## src/sv/tsli_pkg.sv

```systemverilog
// Shared types, constants and codes for the timestamp search block.
`default_nettype none
package tsli_pkg;
    localparam int STORE_DEPTH_DEF = 256;
    localparam int VALUE_WIDTH_DEF = 32;
    localparam int STAMP_W = 64;
    localparam int FRAC_W = 16;

    localparam logic [1:0] MODE_APPEND = 2'd0;
    localparam logic [1:0] MODE_QUERY  = 2'd1;
    localparam logic [1:0] MODE_CLEAR  = 2'd2;

    localparam logic [2:0] ST_INTERP = 3'd0;
    localparam logic [2:0] ST_FOUND  = 3'd1;
    localparam logic [2:0] ST_PAST   = 3'd2;
    localparam logic [2:0] ST_EMPTY  = 3'd3;
    localparam logic [2:0] ST_DROP   = 3'd4;

    typedef struct packed {
        logic [1:0]         mode;
        logic [63:0]        stamp;
        logic signed [31:0] accel_x;
        logic signed [31:0] accel_y;
        logic signed [31:0] accel_z;
        logic signed [31:0] rate_x;
        logic signed [31:0] rate_y;
        logic signed [31:0] rate_z;
    } tsli_in_t;

    typedef struct packed {
        logic [63:0]        out_stamp;
        logic signed [31:0] out_accel_x;
        logic signed [31:0] out_accel_y;
        logic signed [31:0] out_accel_z;
        logic signed [31:0] out_rate_x;
        logic signed [31:0] out_rate_y;
        logic signed [31:0] out_rate_z;
        logic [2:0]         status;
    } tsli_out_t;

    // Controller to datapath commands.
    typedef struct packed {
        logic load_in;      // capture input item
        logic write_rd;     // store the captured reading at fill
        logic fill_inc;
        logic fill_clr;
        logic srch_init;
        logic rd_mid;       // read store at mid
        logic srch_step;    // update lo/hi from read data
        logic rd_lo;        // read store at lo
        logic rd_prev;      // read store at lo-1
        logic cap_next;     // latch next reading
        logic cap_prev;     // latch prev reading, start divide
        logic div_step;
        logic mul_step;     // multiply one axis
        logic [1:0] axis;
        logic emit_zero;
        logic emit_rd;      // emit latched next reading
        logic emit_interp;
        logic [2:0] status;
    } tsli_cmd_t;

    // Datapath to controller status.
    typedef struct packed {
        logic [1:0] mode;
        logic empty;
        logic full;
        logic out_of_order;
        logic srch_done;
        logic past_end;
        logic exact_or_first;
    } tsli_sts_t;
endpackage
`default_nettype wire

```

## src/sv/tsli_ctrl.sv

```systemverilog
// Controller: sequences append, clear and query through the datapath.
`default_nettype none
module tsli_ctrl
    import tsli_pkg::*;
(
    input  wire logic      aclk,
    input  wire logic      aresetn,
    input  wire logic      s_valid,
    output logic           s_ready,
    output logic           m_valid,
    input  wire logic      m_ready,
    input  wire tsli_sts_t sts,
    output tsli_cmd_t      cmd
);
    localparam logic [3:0] S_IDLE   = 4'd0;
    localparam logic [3:0] S_DECODE = 4'd1;
    localparam logic [3:0] S_SRCH   = 4'd2;
    localparam logic [3:0] S_SWAIT  = 4'd3;
    localparam logic [3:0] S_LO     = 4'd4;
    localparam logic [3:0] S_LOWAIT = 4'd5;
    localparam logic [3:0] S_PREV   = 4'd6;
    localparam logic [3:0] S_PWAIT  = 4'd7;
    localparam logic [3:0] S_DIV    = 4'd8;
    localparam logic [3:0] S_MUL    = 4'd9;
    localparam logic [3:0] S_OUT    = 4'd10;
    localparam logic [3:0] S_LOCHK  = 4'd11;

    logic [3:0] state_reg, state_next;
    logic [4:0] cnt_reg, cnt_next;
    logic m_valid_reg, m_valid_next;

    assign s_ready = (state_reg == S_IDLE) && !m_valid_reg;
    assign m_valid = m_valid_reg;

    always_comb begin
        state_next = state_reg;
        cnt_next = cnt_reg;
        m_valid_next = m_valid_reg && !m_ready;
        cmd = '0;
        case (state_reg)
            S_IDLE: begin
                if (s_valid && s_ready) begin
                    cmd.load_in = 1'b1;
                    state_next = S_DECODE;
                end
            end
            S_DECODE: begin
                state_next = S_IDLE;
                case (sts.mode)
                    MODE_APPEND: begin
                        if (sts.full || sts.out_of_order) begin
                            cmd.emit_zero = 1'b1;
                            cmd.status = ST_DROP;
                            m_valid_next = 1'b1;
                        end else begin
                            cmd.write_rd = 1'b1;
                            cmd.fill_inc = 1'b1;
                        end
                    end
                    MODE_QUERY: begin
                        if (sts.empty) begin
                            cmd.emit_zero = 1'b1;
                            cmd.status = ST_EMPTY;
                            m_valid_next = 1'b1;
                        end else begin
                            cmd.srch_init = 1'b1;
                            state_next = S_SRCH;
                        end
                    end
                    MODE_CLEAR: cmd.fill_clr = 1'b1;
                    default: ;
                endcase
            end
            S_SRCH: begin
                if (sts.srch_done) begin
                    state_next = S_LO;
                end else begin
                    cmd.rd_mid = 1'b1;
                    state_next = S_SWAIT;
                end
            end
            S_SWAIT: begin
                cmd.srch_step = 1'b1;
                state_next = S_SRCH;
            end
            S_LO: begin
                // past end reads the last reading instead
                if (sts.past_end) cmd.rd_prev = 1'b1;
                else cmd.rd_lo = 1'b1;
                state_next = S_LOWAIT;
            end
            S_LOWAIT: begin
                cmd.cap_next = 1'b1;
                state_next = S_LOCHK;
            end
            S_LOCHK: begin
                if (sts.past_end || sts.exact_or_first) begin
                    cmd.emit_rd = 1'b1;
                    cmd.status = sts.past_end ? ST_PAST : ST_FOUND;
                    m_valid_next = 1'b1;
                    state_next = S_IDLE;
                end else begin
                    cmd.rd_prev = 1'b1;
                    state_next = S_PWAIT;
                end
            end
            S_PWAIT: begin
                cmd.cap_prev = 1'b1;
                cnt_next = '0;
                state_next = S_DIV;
            end
            S_DIV: begin
                cmd.div_step = 1'b1;
                cnt_next = cnt_reg + 1'b1;
                if (cnt_reg == 5'(FRAC_W - 1)) begin
                    cnt_next = '0;
                    state_next = S_MUL;
                end
            end
            S_MUL: begin
                cmd.mul_step = 1'b1;
                cmd.axis = cnt_reg[1:0];
                cnt_next = cnt_reg + 1'b1;
                if (cnt_reg == 5'd2) state_next = S_OUT;
            end
            S_OUT: begin
                cmd.emit_interp = 1'b1;
                m_valid_next = 1'b1;
                state_next = S_IDLE;
            end
            default: state_next = S_IDLE;
        endcase
    end

    always_ff @(posedge aclk) begin
        if (!aresetn) begin
            state_reg <= S_IDLE;
            cnt_reg <= '0;
            m_valid_reg <= 1'b0;
        end else begin
            state_reg <= state_next;
            cnt_reg <= cnt_next;
            m_valid_reg <= m_valid_next;
        end
    end

    a_no_accept_busy: assert property (@(posedge aclk) disable iff (!aresetn)
        (state_reg != S_IDLE) |-> !s_ready) else $error("accept while busy");
    a_emit_from_idle_path: assert property (@(posedge aclk) disable iff (!aresetn)
        $rose(m_valid_reg) |-> (state_reg == S_IDLE)) else $error("result mid query");
    a_div_len: assert property (@(posedge aclk) disable iff (!aresetn)
        (state_reg == S_DIV) |-> (cnt_reg < 5'(FRAC_W))) else $error("divide overrun");
endmodule
`default_nettype wire

```

## config.mk

```make
export PLATFORM = sky130hd
export DESIGN_NAME = tsli_ctrl
export DESIGN_NICKNAME = d
export VERILOG_FILES = /design/src/sv/tsli_pkg.sv /design/src/sv/tsli_ctrl.sv
export SDC_FILE = /design/constraint.sdc
export NUM_CORES = 1
export LEC_CHECK = 0
export BUFFER_PORTS_ARGS = -buffer_cell sky130_fd_sc_hd__buf_2
export CAP_MARGIN = 20
export CORE_MARGIN = 2
export CORE_UTILIZATION = 42
export CTS_CLUSTER_DIAMETER = 120
export CTS_CLUSTER_SIZE = 16
export DETAILED_ROUTE_END_ITERATION = 10
export GPL_ROUTABILITY_DRIVEN = 0
export PLACE_DENSITY = 0.74
export SLEW_MARGIN = 40
export SYNTH_ARGS = -nofsm -noshare
export SYNTH_HDL_FRONTEND = slang
export SYNTH_SLANG_ARGS = --single-unit
```

## constraint.sdc

```tcl
create_clock -name aclk -period 1.45 [get_ports aclk]
set_input_delay 0 -clock aclk [delete_from_list [all_inputs] [get_ports aclk]]
set_output_delay 0 -clock aclk [all_outputs]
set_load 0.05 [all_outputs]
```

==> reports/qor.txt <==
status: finished, violations left
failing checks: setup timing
First DRT Iteration DRCs: 22
Tightest Pin Transition: 0.319 ns
CTS tree: yes
CP Capture Point: cmd[19]
die width: 48.5 um
Syn Area/Cell: 7.43 sq um
Clock Sinks: 10
Setup crit start: state_reg[3]
PwrDens: 477 nW/um^2
area share of the largest cell type after synthesis: 24.1%
fin util: 78.9%
Worst Path Required: 1.45 ns
synthesis-to-layout area growth: 82.3%
routed length per instance: 15.2 um
vias in the first global route: 964
EDFF count, synth: 0
Peak VDD IR: 0.386 mV
Critical R2R Launch: state_reg[3]
antenna diode count: 0
Critical Path, Cell by Cell: or4b_4 -> or2_4 -> nor4_4 -> buf_6
share of post-route cells with drive strength above 1: 61.8%
hold_ws: 0.0540 ns
pin count of the biggest net entering global routing: 17
unrepaired setup endpoints after global routing: true
RR Endpoint: state_reg[1]
Die Span Y: 48.5 um
R2R cell count: 5
FF-to-FF setup slack: -0.12 ns
LEAKAGE: 0.637 nW
total power: 723 uW
post-synth design cell area: 832 sq um
multi-input logic area: 798 sq um
DP Area: 1240 sq um
# IOs: 35
critical path arrival: 1.79 ns
largest fanout on the critical path: 3
FP Rows: 16
drt pass-1 iters: 4
Critical Path Max Stage Delay: 0.53 ns
Stages on worst setup path: 4
Synth Flop Type: dfxtp_1
ranking of synthesized cells by area: dfxtp_1 (24%), nor2_1 (7.7%), ha_1 (6.0%)
sequential cell area: 205 sq um
IO buf count: 34
Filler cells: 128
asr flop ratio synth: 0%
core box area: 1920 sq um
Post-Synthesis Cells: 112
initial cell density of the core: 43.3%
final routed DRC violation total: 0
MaxCap Viol Count: 0
Slowest-stage cell, CP: or4b_4
Yosys top cell by area: dfxtp_1
Worst Setup Path Type: reg -> out
final HPWL from detailed placement: 2.01 mm
library cells used by synthesis: 40
Clock Tree Root: clkbuf_4
Worst setup SP type: flop
CTS H-tree depth: 1
first-pass GRT wire length: 4.37 mm
sequential-to-total area share from yosys stat: 24.1%
Synth Warn #: 0
final hold vios: 0
Slew headroom: 78.5%
Congestion Overflow GR: 0
Post-Route WL: 2.92 mm
Buf/Inv on CP: 1
worst skew pair latency: 0.26 ns
fin worst setup slack: -0.339 ns
min Tclk post-route: 1.79 ns
dpl ws: -0.182 ns
Vias: 1,058
initial antenna violation count: 0
synth cell count leaders: nor2_1 (17), dfxtp_1 (10), nand2_1 (9), nor2b_1 (7)
crit end category: output pin
#FFs+latches synth: 10
HP Class: in -> reg
antenna viol nets, final: 0
Top delay family on crit path: simple AND/OR/NAND/NOR gates
most common cell in the netlist: nor2_1
Net count, final: 183
Fmax achieved: 559 MHz
Tot GR Track Use: 23.5%
Post-Syn Nets: 128
final setup violation count: 14
Final Cell Area: 1520 sq um
cts hold-fix bufs: 0
cts bufs inserted: 3
Clock Pin Slew Worst Setup and Hold Paths: 0.06 ns
CTS Buffer Depth: 2
Slew Limit Fails: 0
Vias/cell: 5.51
Die ar.: 2350 sq um
Setup Skew: 0.00876 ns
flip-flop count of the largest register after layout: 5
crit share post-route: 123%
==> metal layers <==
metal	vias up	GRT usage [%]	share of wire [%]
met5	-	0	0
li1	513	-	-
met4	0	9.52	1.5
met1	504	29.9	40
met2	35	39.8	54
met3	6	3.70	4.2
==> metrics by stage <==
| step | setup TNS (ns) | cells |
|---|---|---|
| floorplan | -2.69 | 112 |
| global placement | -0.749 | 184 |
| detailed placement | -1.17 | 184 |
| CTS | -2.53 | 190 |
| global route | -3.86 | 192 |
| finish | -2.57 | 192 |
==> worst reg2reg max path: stages (launching register included) <==
cell and delay (ns):
dfxtp_2 0.33, or4b_4 0.53, buf_4 0.17, nor3_2 0.22
nor3_1 0.11, nor3_2 0.15
==> cells in the final DEF (no fill, tap or decap), types with 3 or more instances in the layout <==
cell and count:
buf_4 26, buf_2 14, buf_6 11, nor2_1 9
nand2_1 9, dfxtp_1 6, nor2_2 5, nor3_2 5
clkbuf_4 5, inv_1 4, nor2b_1 4, dfxtp_2 4
nand2b_1 3, nor2_4 3, o21ai_1 3
==> area by class of cell <==
class,count,area share [%]
repair buffers,55,28.6
inverters,5,1.49
clock buffers,3,1.49
flip-flops and latches,10,13.5
well taps,27,2.23
multi-input cells,92,52.6
==> logic make-up after synthesis <==
logic type | after synthesis | share of synthesized area, %
AO/OA/AOI/OAI | 22 | 19.2
XOR/XNOR | 3 | 3.16
adder cells (fa/ha/maj) | 4 | 6.02
buffers and inverters | 10 | 5.56
flip-flops | 10 | 24.1
AND/OR/NAND/NOR | 63 | 42.0
==> worst min-delay path by stage <==
stage / slack [ns] / endpoint / depth (start not counted) / startpoint
6_report: 0.05 / m_valid / 2 / aresetn
5_1_grt: 0.06 / m_valid / 2 / aresetn
4_1_cts: 0.03 / state_reg[0] / 3 / aresetn
3_5_place_dp: 0.31 / m_valid / 2 / aresetn
3_3_place_gp: 0.32 / m_valid / 2 / aresetn
2_1_floorplan: 0.06 / cmd[18] / 1 / sts[4]
==> report_power, final <==
part / leakage [nW] / internal, mW / total (mW) / switching, mW
clock network: 0.0138 / 0.0954 / 0.184 / 0.0889
registers: 0.0827 / 0.281 / 0.284 / 0.00346
logic: 0.541 / 0.0945 / 0.254 / 0.160
total: 0.637 / 0.471 / 0.723 / 0.252
==> repair_timing <==
action	in CTS	in global routing
buffers inserted	3	2
pin swaps	4	8
setup endpoints to repair	25	27
hold endpoints to repair	0	0
resized for setup	41	23
Note: power is estimated with default switching activity, not from simulation.
